$ cat config.mk
export PLATFORM = sky130hd
export DESIGN_NAME = sorted_timer_queue_flat
export DESIGN_NICKNAME = d
export VERILOG_FILES = /design/src/rtl/stq_pkg.sv /design/src/rtl/stq_if.sv /design/src/rtl/stq_ram.sv /design/src/rtl/sorted_timer_queue.sv /design/src/flat_wrapper.sv
export VERILOG_INCLUDE_DIRS = /design/src /design/src/rtl
export SDC_FILE = /design/constraint.sdc
export NUM_CORES = 2
export LEC_CHECK = 0
export ABC_AREA = 1
export ABC_CLOCK_PERIOD_IN_PS = 6230
export BUFFER_PORTS_ARGS = -buffer_cell sky130_fd_sc_hd__buf_2
export CAP_MARGIN = 20
export CELL_PAD_IN_SITES_DETAIL_PLACEMENT = 0
export CELL_PAD_IN_SITES_GLOBAL_PLACEMENT = 1
export CORE_MARGIN = 3
export CORE_UTILIZATION = 45
export CTS_CLUSTER_DIAMETER = 200
export DETAILED_ROUTE_END_ITERATION = 10
export PLACE_DENSITY_LB_ADDON = 0.1
export SETUP_SLACK_MARGIN = 0.02
export SLEW_MARGIN = 40
export SYNTH_ARGS = -nofsm -noshare
export SYNTH_HDL_FRONTEND = slang
export SYNTH_HIERARCHICAL = 1
export SYNTH_SLANG_ARGS = --single-unit
$ cat constraint.sdc
create_clock -name clk -period 6.23 [get_ports clk]
set_input_delay 0.9345 -clock clk [delete_from_list [all_inputs] [get_ports clk]]
set_output_delay 0.9345 -clock clk [all_outputs]
set_load 0.01 [all_outputs]
$ cat src/rtl/assert_macros.svh
// Assertion macros for the RTL files.
`ifndef ASSERT_MACROS_SVH
`define ASSERT_MACROS_SVH

// Implication that must hold at every clock edge out of reset.
`define ASSERT_IMPL(label, clk, rst_n, ante, cons) \
    label: assert property (@(posedge clk) disable iff (!rst_n) (ante) |-> (cons)) \
        else $error("assertion failed");

// Condition that must hold at every clock edge out of reset.
`define ASSERT_ALWAYS(label, clk, rst_n, cond) \
    label: assert property (@(posedge clk) disable iff (!rst_n) (cond)) \
        else $error("assertion failed");

`endif

$ cat src/rtl/stq_pkg.sv
// ----------------------------------------------------------------------------
// stq_pkg
// Types and codes shared by the timer queue files.
// ----------------------------------------------------------------------------
package stq_pkg;

    typedef enum logic [1:0] {
        FUNC_ATTACH = 2'd0,
        FUNC_DETACH = 2'd1,
        FUNC_TICK   = 2'd2,
        FUNC_REARM  = 2'd3
    } func_t;

    typedef enum logic [1:0] {
        STAT_ATTACHED = 2'd0,
        STAT_FULL     = 2'd1,
        STAT_EXPIRED  = 2'd2
    } status_t;

    typedef struct packed {
        logic [1:0]  func;
        logic [31:0] now_ms;
        logic [3:0]  slot;
        logic [15:0] timer_id;
        logic [15:0] wait_ms;
        logic        stop;
    } in_item_t;

    typedef struct packed {
        logic [1:0]  status;
        logic [3:0]  out_slot;
        logic [15:0] out_id;
        logic [15:0] call_count;
        logic        last_of_run;
    } out_item_t;

    // Sequencer states.
    typedef enum logic [3:0] {
        ST_IDLE,
        ST_RD,
        ST_INS_RD,
        ST_INS_CMP,
        ST_INS_LINK,
        ST_DET_RD,
        ST_DET_CMP,
        ST_TICK_RD,
        ST_TICK_CMP,
        ST_EMIT_RD,
        ST_EMIT,
        ST_WAIT_OUT
    } state_t;

endpackage

$ cat src/rtl/stq_if.sv
// ----------------------------------------------------------------------------
// stq_in_if / stq_out_if
// Valid/ready channels carrying one input item or one result item per beat.
// ----------------------------------------------------------------------------
interface stq_in_if;
    import stq_pkg::*;
    logic     valid;
    logic     ready;
    in_item_t data;
    modport source (output valid, output data, input ready);
    modport sink   (input valid, input data, output ready);
endinterface

interface stq_out_if;
    import stq_pkg::*;
    logic      valid;
    logic      ready;
    out_item_t data;
    modport source (output valid, output data, input ready);
    modport sink   (input valid, input data, output ready);
endinterface

$ cat src/rtl/stq_ram.sv
// ----------------------------------------------------------------------------
// stq_ram
// Generic single-port-write, single-port-read RAM with registered read.
// ----------------------------------------------------------------------------
module stq_ram #(
    parameter int WIDTH = 8,
    parameter int DEPTH = 16
) (
    input  logic                     clk,
    input  logic                     we,
    input  logic [$clog2(DEPTH)-1:0] waddr,
    input  logic [WIDTH-1:0]         wdata,
    input  logic [$clog2(DEPTH)-1:0] raddr,
    output logic [WIDTH-1:0]         rdata
);
    logic [WIDTH-1:0] mem [DEPTH];

    // Write port and registered read port.
    always_ff @(posedge clk)
    begin
        if (we)
        begin
            mem[waddr] <= wdata;
        end
        rdata <= mem[raddr];
    end
endmodule

$ cat src/rtl/sorted_timer_queue.sv
// An attach to a full pool reports at once without a list walk; other attaches and
// rearms walk the armed list to the insert point, a detach walks it to its slot, and a
// tick examines slots from the head, then emits one result per expired slot.
// One item is processed at a time; the rate is set by the walk of the linked
// list through the slot memory with its registered read, one slot after another.
// Reset (async, active low) forms the free list 0..SLOTS-1 and empties the
// armed list; the link table has per-slot reset through the next-pointer regs.
// ----------------------------------------------------------------------------
// sorted_timer_queue
// Timer pool with a free list and a deadline-sorted armed list in memory.
// ----------------------------------------------------------------------------
`include "assert_macros.svh"

module sorted_timer_queue #(
    parameter int SLOTS = 16
) (
    input logic       clk,
    input logic       rst_n,
    stq_in_if.sink    in_ch,
    stq_out_if.source out_ch
);
    import stq_pkg::*;

    localparam int AW = (SLOTS > 1) ? $clog2(SLOTS) : 1;
    localparam int LW = $clog2(SLOTS + 1);
    localparam logic [LW-1:0] NIL = LW'(SLOTS);
    localparam int DW = 16 + 16 + 32 + 16;
    localparam int CW = $clog2(SLOTS + 1);

    // Slot data memory: ident, interval, start, calls.
    logic          dm_we;
    logic [AW-1:0] dm_waddr, dm_raddr;
    logic [DW-1:0] dm_wdata, dm_rdata;
    stq_ram #(.WIDTH(DW), .DEPTH(SLOTS)) u_data (
        .clk(clk), .we(dm_we), .waddr(dm_waddr), .wdata(dm_wdata),
        .raddr(dm_raddr), .rdata(dm_rdata)
    );

    // Link table: small, reset-initialized, kept in registers with up to
    // two writes per cycle to different slots.
    logic [LW-1:0] link_reg [SLOTS];
    logic          lk_we;
    logic [AW-1:0] lk_waddr;
    logic [LW-1:0] lk_wdata;
    logic          lk2_we;
    logic [AW-1:0] lk2_waddr;
    logic [LW-1:0] lk2_wdata;
    logic [SLOTS-1:0] pend_reg;
    logic [SLOTS-1:0] pend_set, pend_clr;
    // Popped-slot stack for tick reporting, latest first.
    logic [AW-1:0] pop_reg [SLOTS];
    logic          pop_we;

    state_t        state_reg, state_next;
    in_item_t      it_reg, it_next;
    logic [LW-1:0] armed_head_reg, armed_head_next;
    logic [LW-1:0] free_head_reg, free_head_next;
    logic [LW-1:0] cur_reg, cur_next, prev_reg, prev_next;
    logic [CW-1:0] cnt_reg, cnt_next;
    logic [AW-1:0] s_reg, s_next;
    logic [31:0]   sdl_reg, sdl_next;   // start of inserted slot
    logic [15:0]   siv_reg, siv_next;   // interval of inserted slot
    logic          ov_reg, ov_next;
    out_item_t     od_reg, od_next;

    logic [15:0] r_id, r_iv, r_calls;
    logic [31:0] r_st, r_d, r_dd;
    logic [AW-1:0] cur_a;
    logic          out_free;

    assign {r_id, r_iv, r_st, r_calls} = dm_rdata;
    assign cur_a   = cur_reg[AW-1:0];
    assign out_free = !ov_reg || out_ch.ready;
    assign in_ch.ready = (state_reg == ST_IDLE) && out_free;
    assign out_ch.valid = ov_reg;
    assign out_ch.data  = od_reg;
    assign r_d  = it_reg.now_ms - r_st;
    assign r_dd = r_d[31] ? (r_st - it_reg.now_ms) : r_d;

    // Next-state logic.
    always_comb
    begin
        state_next = state_reg;
        unique case (state_reg)
            ST_IDLE:
            begin
                if (in_ch.valid && in_ch.ready)
                begin
                    state_next = ST_RD;
                end
            end
            ST_RD:
            begin
                unique case (func_t'(it_reg.func))
                    FUNC_ATTACH:
                        state_next = (free_head_reg >= NIL) ? ST_WAIT_OUT : ST_INS_RD;
                    FUNC_DETACH:
                        state_next = (32'(it_reg.slot) >= SLOTS) ? ST_IDLE : ST_DET_RD;
                    FUNC_TICK:   state_next = ST_TICK_RD;
                    FUNC_REARM:
                        state_next = (32'(it_reg.slot) >= SLOTS
                                      || !pend_reg[it_reg.slot[AW-1:0]]
                                      || it_reg.stop) ? ST_IDLE : ST_INS_RD;
                    default:     state_next = ST_IDLE;
                endcase
            end
            ST_INS_RD:   state_next = (cur_reg >= NIL || 32'(cnt_reg) >= SLOTS)
                                      ? ST_INS_LINK : ST_INS_CMP;
            ST_INS_CMP:
                state_next = ((r_st + 32'(r_iv) - sdl_reg) < 32'(siv_reg))
                             ? ST_INS_RD : ST_INS_LINK;
            ST_INS_LINK: state_next = (it_reg.func == FUNC_ATTACH) ? ST_WAIT_OUT : ST_IDLE;
            ST_DET_RD:
                state_next = (cur_reg >= NIL || 32'(cnt_reg) >= SLOTS) ? ST_IDLE
                             : (cur_a == s_reg) ? ST_IDLE : ST_DET_CMP;
            ST_DET_CMP:  state_next = ST_DET_RD;
            ST_TICK_RD:
                state_next = (armed_head_reg >= NIL || 32'(cnt_reg) >= SLOTS)
                             ? ((cnt_reg == '0) ? ST_IDLE : ST_EMIT_RD) : ST_TICK_CMP;
            ST_TICK_CMP:
                state_next = (r_dd < 32'(r_iv))
                             ? ((cnt_reg == '0) ? ST_IDLE : ST_EMIT_RD) : ST_TICK_RD;
            ST_EMIT_RD:  state_next = ST_EMIT;
            ST_EMIT:
            begin
                if (out_free)
                begin
                    state_next = (cnt_reg == CW'(1)) ? ST_IDLE : ST_EMIT_RD;
                end
            end
            ST_WAIT_OUT: if (out_free) state_next = ST_IDLE;
            default:     state_next = ST_IDLE;
        endcase
    end

    // Datapath and memory control.
    always_comb
    begin
        it_next = it_reg;
        armed_head_next = armed_head_reg;
        free_head_next = free_head_reg;
        cur_next = cur_reg;
        prev_next = prev_reg;
        cnt_next = cnt_reg;
        s_next = s_reg;
        sdl_next = sdl_reg;
        siv_next = siv_reg;
        ov_next = ov_reg && !out_ch.ready;
        od_next = od_reg;
        dm_we = 1'b0;
        dm_waddr = s_reg;
        dm_wdata = '0;
        dm_raddr = cur_a;
        lk_we = 1'b0;
        lk_waddr = s_reg;
        lk_wdata = NIL;
        lk2_we = 1'b0;
        lk2_waddr = prev_reg[AW-1:0];
        lk2_wdata = LW'(s_reg);
        pend_set = '0;
        pend_clr = '0;
        pop_we = 1'b0;
        unique case (state_reg)
            ST_IDLE:
            begin
                if (in_ch.valid && in_ch.ready)
                begin
                    it_next = in_ch.data;
                    s_next = in_ch.data.slot[AW-1:0];
                end
                dm_raddr = in_ch.data.slot[AW-1:0];
            end
            ST_RD:
            begin
                // Data of the addressed slot is now on the read port.
                cnt_next = '0;
                prev_next = NIL;
                cur_next = armed_head_reg;
                unique case (func_t'(it_reg.func))
                    FUNC_ATTACH:
                    begin
                        if (free_head_reg >= NIL)
                        begin
                            od_next = '{STAT_FULL, 4'd0, 16'd0, 16'd0, 1'b1};
                        end
                        else
                        begin
                            s_next = free_head_reg[AW-1:0];
                            free_head_next = link_reg[free_head_reg[AW-1:0]];
                            sdl_next = it_reg.now_ms;
                            siv_next = it_reg.wait_ms;
                            dm_we = 1'b1;
                            dm_waddr = free_head_reg[AW-1:0];
                            dm_wdata = {it_reg.timer_id, it_reg.wait_ms,
                                        it_reg.now_ms, 16'd0};
                            od_next = '{STAT_ATTACHED, 4'(free_head_reg),
                                        16'd0, 16'd0, 1'b1};
                        end
                    end
                    FUNC_REARM:
                    begin
                        if (32'(it_reg.slot) < SLOTS && pend_reg[s_reg])
                        begin
                            pend_clr[s_reg] = 1'b1;
                            if (it_reg.stop)
                            begin
                                lk_we = 1'b1;
                                lk_wdata = free_head_reg;
                                free_head_next = LW'(s_reg);
                            end
                            else
                            begin
                                sdl_next = r_st + 32'(r_iv);
                                siv_next = it_reg.wait_ms;
                                dm_we = 1'b1;
                                dm_wdata = {r_id, it_reg.wait_ms,
                                            r_st + 32'(r_iv), r_calls + 16'd1};
                            end
                        end
                    end
                    default: ;
                endcase
            end
            ST_INS_CMP:
            begin
                if ((r_st + 32'(r_iv) - sdl_reg) < 32'(siv_reg))
                begin
                    prev_next = cur_reg;
                    cur_next = link_reg[cur_a];
                    cnt_next = cnt_reg + CW'(1);
                end
            end
            ST_INS_LINK:
            begin
                // The new slot points to its successor, and its predecessor
                // (or the head) points to the new slot.
                if (prev_reg >= NIL)
                begin
                    armed_head_next = LW'(s_reg);
                end
                else
                begin
                    lk2_we = 1'b1;
                    lk2_wdata = LW'(s_reg);
                end
                lk_we = 1'b1;
                lk_wdata = (cur_reg < NIL) ? cur_reg : NIL;
            end
            ST_DET_RD:
            begin
                if (!(cur_reg >= NIL || 32'(cnt_reg) >= SLOTS) && cur_a == s_reg)
                begin
                    if (prev_reg >= NIL)
                    begin
                        armed_head_next = link_reg[cur_a];
                    end
                    else
                    begin
                        lk2_we = 1'b1;
                        lk2_wdata = link_reg[cur_a];
                    end
                    lk_we = 1'b1;
                    lk_wdata = free_head_reg;
                    free_head_next = cur_reg;
                end
            end
            ST_DET_CMP:
            begin
                prev_next = cur_reg;
                cur_next = link_reg[cur_a];
                cnt_next = cnt_reg + CW'(1);
            end
            ST_TICK_RD:
            begin
                dm_raddr = armed_head_reg[AW-1:0];
            end
            ST_TICK_CMP:
            begin
                if (!(r_dd < 32'(r_iv)))
                begin
                    armed_head_next = link_reg[armed_head_reg[AW-1:0]];
                    lk_we = 1'b1;
                    lk_waddr = armed_head_reg[AW-1:0];
                    lk_wdata = NIL;
                    pend_set[armed_head_reg[AW-1:0]] = 1'b1;
                    pop_we = 1'b1;
                    cnt_next = cnt_reg + CW'(1);
                end
            end
            ST_EMIT_RD:
            begin
                dm_raddr = pop_reg[cnt_reg[AW-1:0] - AW'(1)];
            end
            ST_EMIT:
            begin
                // Keep the same slot on the read port while the result waits.
                dm_raddr = pop_reg[cnt_reg[AW-1:0] - AW'(1)];
                if (out_free)
                begin
                    od_next = '{STAT_EXPIRED,
                                4'(pop_reg[cnt_reg[AW-1:0] - AW'(1)]),
                                r_id, r_calls, cnt_reg == CW'(1)};
                    ov_next = 1'b1;
                    cnt_next = cnt_reg - CW'(1);
                end
            end
            ST_WAIT_OUT:
            begin
                if (out_free)
                begin
                    ov_next = 1'b1;
                end
            end
            default: ;
        endcase
        // Pointer walk for the insert and detach loops.
        if (state_reg == ST_INS_RD || state_reg == ST_DET_RD)
        begin
            dm_raddr = cur_a;
        end
    end

    // Registers.
    always_ff @(posedge clk or negedge rst_n)
    begin
        if (!rst_n)
        begin
            state_reg <= ST_IDLE;
            armed_head_reg <= NIL;
            free_head_reg <= '0;
            ov_reg <= 1'b0;
            pend_reg <= '0;
            cnt_reg <= '0;
            for (int i = 0; i < SLOTS; i++)
            begin
                link_reg[i] <= LW'(i + 1);
            end
        end
        else
        begin
            state_reg <= state_next;
            armed_head_reg <= armed_head_next;
            free_head_reg <= free_head_next;
            ov_reg <= ov_next;
            pend_reg <= (pend_reg | pend_set) & ~pend_clr;
            cnt_reg <= cnt_next;
            for (int i = 0; i < SLOTS; i++)
            begin
                if (lk_we && lk_waddr == AW'(i))
                begin
                    link_reg[i] <= lk_wdata;
                end
                else if (lk2_we && lk2_waddr == AW'(i))
                begin
                    link_reg[i] <= lk2_wdata;
                end
            end
        end
    end

    // Payload registers.
    always_ff @(posedge clk)
    begin
        it_reg <= it_next;
        cur_reg <= cur_next;
        prev_reg <= prev_next;
        s_reg <= s_next;
        sdl_reg <= sdl_next;
        siv_reg <= siv_next;
        od_reg <= od_next;
        if (pop_we)
        begin
            pop_reg[cnt_reg[AW-1:0]] <= armed_head_reg[AW-1:0];
        end
    end

    // Checks.
    `ASSERT_IMPL(a_ready_idle, clk, rst_n, in_ch.ready, state_reg == ST_IDLE)
    `ASSERT_IMPL(a_hold_out, clk, rst_n, out_ch.valid && !out_ch.ready,
                 ##1 out_ch.valid && $stable(out_ch.data))
    `ASSERT_ALWAYS(a_heads, clk, rst_n, armed_head_reg <= NIL && free_head_reg <= NIL)
endmodule
$ cat src/flat_wrapper.sv
// flat-port wrapper written by rule: the top's interface ports become plain ports
module sorted_timer_queue_flat import stq_pkg::*;
#(
    parameter int SLOTS = 16
)
  (clk, rst_n, in_ch_valid, in_ch_data, in_ch_ready, out_ch_valid, out_ch_data, out_ch_ready);
  stq_in_if in_ch_i ();
  stq_out_if out_ch_i ();
  input logic clk;
  input logic rst_n;
  input wire logic [$bits(in_ch_i.valid)-1:0] in_ch_valid;
  input wire logic [$bits(in_ch_i.data)-1:0] in_ch_data;
  output wire logic [$bits(in_ch_i.ready)-1:0] in_ch_ready;
  output wire logic [$bits(out_ch_i.valid)-1:0] out_ch_valid;
  output wire logic [$bits(out_ch_i.data)-1:0] out_ch_data;
  input wire logic [$bits(out_ch_i.ready)-1:0] out_ch_ready;
  assign in_ch_i.valid = in_ch_valid;
  assign in_ch_i.data = in_ch_data;
  assign in_ch_ready = in_ch_i.ready;
  assign out_ch_valid = out_ch_i.valid;
  assign out_ch_data = out_ch_i.data;
  assign out_ch_i.ready = out_ch_ready;
  sorted_timer_queue #(.SLOTS(SLOTS)) u_core (.clk(clk), .rst_n(rst_n), .in_ch(in_ch_i), .out_ch(out_ch_i));
endmodule
## Word-level counts from Yosys, hierarchy flattened

Memory sizes are Yosys's and may differ from the RTL's. A register that Yosys moved wholly into a read port is not among the register bits.
Cells that the tools add are included.

- Bits in registers: 288
- RAM bits: 1344
- Input port bits: 75
- Word-level logic and storage cells: 364
- Memories kept: 2

- Add/subtract/negate cells: 8
- Magnitude comparators: 16
- Equality and inequality tests: 62
- Mux-type cells: 146
- Bitwise logic cells: 6
- Reductions and logical operators: 86

Memory list:

| memory | depth | width | rd ports | clocked after memory_dff | write ports | line | RTL |
|---|---|---|---|---|---|---|---|
| u_core.u_data.mem | 16 | 80 | 1 | 1 | 1 | stq_ram.sv:16 | `logic [WIDTH-1:0] mem [DEPTH];` |
| u_core.pop_reg | 16 | 4 | 1 | 0 | 1 | sorted_timer_queue.sv:51 | `logic [AW-1:0] pop_reg [SLOTS];` |

Operator list:

| kind | number |
|---|---|
| 80-bit two-way mux | 4 |
| 5-bit two-way mux | 59 |
| 80-bit case mux with 2 select lines | 1 |
| 16-bit two-way mux | 8 |
| 32-bit two-way mux | 4 |
| 32-bit subtractor | 3 |
| 4-bit equality test (second input constant) | 20 |
| 39-bit two-way mux | 2 |
| 39-bit case mux with 2 select lines | 1 |
| 4-bit two-way mux | 17 |
| 32-bit by 16-bit < comparator with 1-bit output | 2 |
| 32-bit case mux with 2 select lines | 1 |
| 5-bit binary-select mux with 4-bit select | 3 |
| 5-bit case mux with 3 select lines | 4 |
| 4-bit by 3-bit equality test with 1-bit output (second input constant) | 12 |
| 4-bit case mux with 12 select lines | 1 |
| 5-bit greater-or-equal comparator (second input constant) | 8 |
| 2-bit nonzero test | 20 |
| 1-bit logical AND | 38 |
| 38-bit two-way mux | 1 |
| 32-bit by 16-bit adder with 32-bit output | 1 |
| 16-bit case mux with 2 select lines | 1 |
| 5-bit case mux with 5 select lines | 1 |
| 4-bit by 2-bit equality test with 1-bit output (second input constant) | 6 |
| other kinds (45) | 106 |

## Longest topological paths before layout

- Depth after elaboration: 9
- Depth in mapped cells: 41
- Mapped depth without buffers: 37

## By module

The synthesis kept the hierarchy.

Modules (own cells, without submodules):

| module | times used | cells each | area each (µm²) | sequential area each (µm²) |
|---|---|---|---|---|
| stq_ram | 1 | 5255 | 56195.1 | 40038.4 |
| sorted_timer_queue | 1 | 3952 | 27816.7 | 10032.1 |

## Worst setup path before layout

No wires, ideal clock.

- Path type: register to register
- Start: reg u_core.state_reg[1]
- End: mem u_core/u_data/mem[12][0] (netlist bit), enable pin
- Arrival: 5.589 ns
- Path slack: 0.121 ns
- Cell stages (with the launch flop): 13
- Path buffers: 1
- Cell sequence: dfrtp_1 > nor2_1 > inv_1 > nor2_1 > inv_1 > nor2_1 > inv_1 > nor2_1 > nor2_1 > clkbuf_1 > inv_1 > nand3_1 > nor2_1

- Word-level cells in the longest chain between the ends: 4
- Elaborated cells between the ends (all ways): 5
- Classes of those cells: 1 x eq/ne; 4 x mux

RTL lines:

| what | line | RTL |
|---|---|---|
| from (decl) | sorted_timer_queue.sv:54 | `state_t state_reg, state_next;` |
| from (signal assigned) | sorted_timer_queue.sv:341 | `state_reg <= state_next;` |
| 4-bit by 1-bit equality test with 1-bit output | sorted_timer_queue.sv:163 | `unique case (state_reg)` |
| 1-bit two-way mux | sorted_timer_queue.sv:163 |  |
| named net u_core.dm_we | sorted_timer_queue.sv:31 | `logic dm_we;` |
| 1-bit two-way mux | stq_ram.sv:21 | `if (we)` |
| 1-bit two-way mux (not written as such) | stq_ram.sv:23 | `mem[waddr] <= wdata;` |
| to (decl) | stq_ram.sv:16 |  |

The timed path passes the listed nets, and every way through them passes these cells.

## Worst setup path in the final report

- Start: reg u_core.u_data.rdata[37], read port of u_core.u_data.mem
- End: reg u_core/link_reg[64] (netlist bit)

- Word-level cells in the longest chain between the ends: 8
- Elaborated cells between the ends (all ways): 12
- Classes of those cells: 2 x add/sub; 1 x order compare; 1 x eq/ne; 6 x mux; 2 x reduce/logical

RTL lines:

| what | line | RTL |
|---|---|---|
| from (decl) | stq_ram.sv:14 | `output logic [WIDTH-1:0] rdata` |
| 32-bit subtractor (on tied branches) | sorted_timer_queue.sv:77, sorted_timer_queue.sv:78 |  |
| 32-bit two-way mux (*) | sorted_timer_queue.sv:78 | `assign r_dd = r_d[31] ? (r_st - it_reg.now_ms) : r_d;` |
| 32-bit by 16-bit < comparator with 1-bit output (*) | sorted_timer_queue.sv:279 | `if (!(r_dd < 32'(r_iv)))` |
| 4-bit two-way mux | sorted_timer_queue.sv:279 |  |
| 4-bit two-way mux | sorted_timer_queue.sv:163 |  |
| 4-bit by 2-bit equality test with 1-bit output | sorted_timer_queue.sv:349 | `if (lk_we && lk_waddr == AW'(i))` |
| 1-bit logical AND (*) | sorted_timer_queue.sv:349 |  |
| 5-bit two-way mux / 2-bit nonzero test (equally long branches) | n/a |  |
| to (signal, indexed assignment) | sorted_timer_queue.sv:336 | `link_reg[i] <= LW'(i + 1);` |
| to (signal, indexed assignment) | sorted_timer_queue.sv:351 | `link_reg[i] <= lk_wdata;` |
| to (signal, indexed assignment) | sorted_timer_queue.sv:355 | `link_reg[i] <= lk2_wdata;` |
| to (decl) | sorted_timer_queue.sv:41 | `logic [LW-1:0] link_reg [SLOTS];` |

Every way passes the cells marked *; elsewhere a longest branch is shown, timed or not.
A chain may end at the register's enable or synchronous reset.

==> reports/summary.md <==
Synthesis
- Mapped Cells: 9,207
- largest cells by area after synthesis: sky130_fd_sc_hd__edfxtp_1 (54%), sky130_fd_sc_hd__nand2_1 (12%), sky130_fd_sc_hd__nand3_1 (7.5%), sky130_fd_sc_hd__inv_1 (6.9%), sky130_fd_sc_hd__dfrtp_1 (2.4%)
- post-synthesis instance area: 0.0840 sq mm
- FF+latch count, synth: 1,712
- proportion of synthesized chip area in sequential cells: 59.6%
- largest area contributor in the netlist: sky130_fd_sc_hd__edfxtp_1
- predominant post-synthesis flop cell: sky130_fd_sc_hd__edfxtp_1
- mean cell area of the mapped netlist: 9.12 sq um
- number of synthesized flops with an enable pin: 1,516
- share of async-settable or async-resettable flops after synthesis: 6.78%
- Yosys warnings: 6
- syn_nets: 9,433
- Distinct cells, synth: 60
- fraction of synthesized cell area taken by the top area cell type: 54.2%

Clock network
- sinks on the clock net: 1,712
- cts-stage hold buffer count: 0
- maximum count of clock buffers along a single path: 3
- H-tree levels: 4
- CTS Buf Count: 186
- TritonCTS clock tree: done
- clock transition at the registers of the reported paths: 0.06 ns
- root cell of the clock tree: sky130_fd_sc_hd__clkbuf_16
- clock latency on the worst-skew pair: 0.84 ns

Worst setup path
- Critical Path Sink Type: flop
- Crit path arrival time: 6.48 ns
- kind of critical path: flop to flop
- most frequent cell on the critical path: sky130_fd_sc_hd__nand2_1
- CP max stage delay: 0.52 ns
- Setup crit start kind: flop
- CP max FO: 23
- CP required: 6.96 ns
- master of the slowest instance on the critical path: sky130_fd_sc_hd__clkinvlp_2

GRT
- initial antenna violation count: 13
- global route overflow: 0
- vias in the first global route: 59,500
- global-route usage over all layers: 26.7%
- first-pass GRT wire length: 388,000 um
- maximum number of pins on one net before global-route repair: 177

Timing
- setup violators final: 0
- maximum achievable frequency: 174 MHz
- transition time of the tightest slew-check pin: 0.902 ns
- number of max-slew violations in the final report: 0
- final count of hold timing violations: 0
- final worst path period share: 92.3%
- Sum Neg Setup Slack: 0 ns
- Min Clock Period, post-route: 5.75 ns
- Worst slew margin: 39.3%
- skew final: 0.0552 ns
- unrepaired setup endpoints after global routing: false

Status
- run status: complete, no violations

Die
- Die X: 438 um
- Starting Density: 45.6%
- io pins: 116
- CORE AREA: 0.184 sq mm
- die height: 438 um
- Site Rows: 157
- area of the die: 0.192 sq mm

Drt
- WL/cell: 21.8 um
- number of design-rule violations left by the first detailed-router iteration: 6,029
- final antenna-violating net count: 0
- number of vias in the routed layout: 63,300
- total DRC errors in the routed layout: 0
- average via count per standard cell: 5.29
- iteration count of the initial detailed-routing pass: 7
- wirelength, routed: 260,000 um

Cells and area
- final-layout fill cell count: 17,100
- number of nets in the final layout: 9,549
- commonest cells after routing, fill and taps aside: sky130_fd_sc_hd__nand2_1 (2,792), sky130_fd_sc_hd__inv_1 (1,533), sky130_fd_sc_hd__edfxtp_1 (1,516)
- fraction of layout instances using a drive strength above 1: 8.06%
- Layout Utilization: 51.3%
- flip-flop count of the largest register, all copies and words added: 1,280
- most frequent standard cell in the layout excluding fill and tap cells: sky130_fd_sc_hd__nand2_1
- synthesis-to-layout area growth: 12.6%
- final standard cell area without fillers: 0.0946 sq mm

Flow run
- max-cap violation count: 0

Placement
- gp weighted congestion: 0.922
- IO Port Bufs: 115
- dpl cell area: 0.0881 sq mm
- post-detailed-placement half-perimeter wirelength: 158,000 um

Power and ir drop
- power consumption: 55.0 mW
- Leakage Power: 42.0 nW
- power per standard cell area: 581 mW/mm^2
- Max rail drop VDD: 0.568 mV

Worst hold path
- path type of the worst min-delay path: input port to asynchronous set/reset pin

[per-stage QoR]
| step | setup slack [ns] | cells | hold WS [ns] |
|---|---|---|---|
| final | 0.478 | 12000 | 0.0742 |
| after global routing | 0.0184 | 11900 | 0.0686 |
| after CTS | 0.262 | 11900 | 0.153 |
| after detailed placement | 0.274 | 11600 | 0.448 |
| after global placement | 0.276 | 11600 | 0.442 |
| after floorplan | 0.121 | 9207 | 0.426 |
[report_power, final]
| group | switching [mW] | internal, mW |
|---|---|---|
| logic | 20.5 | 8.35 |
| registers | 1.03 | 13.8 |
| clock network | 4.73 | 6.65 |
[kinds of logic after synthesis]
| group | after synthesis | share of synthesized area, % |
|---|---|---|
| xor+xnor | 67 | 0.698 |
| fa+ha+maj | 151 | 2.28 |
| mux | 15 | 0.179 |
| simple gates | 4597 | 23.0 |
| buf+inv | 1955 | 9.25 |
| flops | 1712 | 59.6 |
| compound gates | 710 | 5.03 |
[area by class of cell]
type                    count  area (sq um)  share of cell area (%)
inverters                1564          5910                    6.25
flip-flops and latches   1712         50100                    52.9
clock inverters           120          1430                    1.52
repair buffers            318          2660                    2.81
repair inverters            1          5.00                 0.00529
diodes                      4          10.0                  0.0106
clock buffers             228          4910                    5.20
multi-input cells        5540         26500                    28.0
well taps                2464          3080                    3.26
[worst paths after layout]
path	cells past startpoint	end	from	slack [ns]
worst min-delay path	1	u_core/cnt_reg[1]	rst_n	0.07
max in group asynchronous	2	u_core/armed_head_reg[3]	rst_n	5.09
min in group clk	1	u_core/it_reg[19]	in_ch_data[19]	0.27
worst min register to register	0	u_core/siv_reg[0]	u_core/it_reg[1]	0.45
worst max-delay path	33	u_core/link_reg[64]	u_core/u_data/rdata[37]	0.48
worst max register to register	33	u_core/link_reg[64]	u_core/u_data/rdata[37]	0.48
[synth_stat cells (48+ instances only)]
master                     instances
sky130_fd_sc_hd__nor2_1          378
sky130_fd_sc_hd__buf_2           192
sky130_fd_sc_hd__inv_1          1541
sky130_fd_sc_hd__a21oi_1         176
sky130_fd_sc_hd__dfrtp_1          82
sky130_fd_sc_hd__nor3_1           48
sky130_fd_sc_hd__o21ai_0         276
sky130_fd_sc_hd__ha_1            147
sky130_fd_sc_hd__o21bai_1         50
sky130_fd_sc_hd__dfxtp_1          80
sky130_fd_sc_hd__nand2_1        2793
sky130_fd_sc_hd__clkbuf_1        128
sky130_fd_sc_hd__edfxtp_1       1516
sky130_fd_sc_hd__nand3_1        1263
[critical path, delay by kind of cell (launching register included)]
kind                     cells  cell delay, ns
AND/OR/NAND/NOR             19            2.23
XOR/XNOR                     1            0.17
flip-flops                   1            0.47
adder cells (fa/ha/maj)      2            0.74
AO/OA/AOI/OAI                5            0.97
buffers and inverters        6            1.06
[routing by layer]
metal / GRT usage (%) / up-vias / share of wire, %
met3: 3.33 / 340 / 6.1
met4: 6.48 / 2 / 2.3
met1: 39.3 / 30700 / 46
met2: 42.2 / 2000 / 45
met5: 0 / - / 0.0027
li1: - / 30200 / -
[repair_timing]
| action | CTS | global route |
|---|---|---|
| setup buffers | 0 | 1 |
| resized for setup | 0 | 10 |
| setup endpoints to repair | 0 | 47 |
No activity file was read; power rests on OpenSTA's default activity.
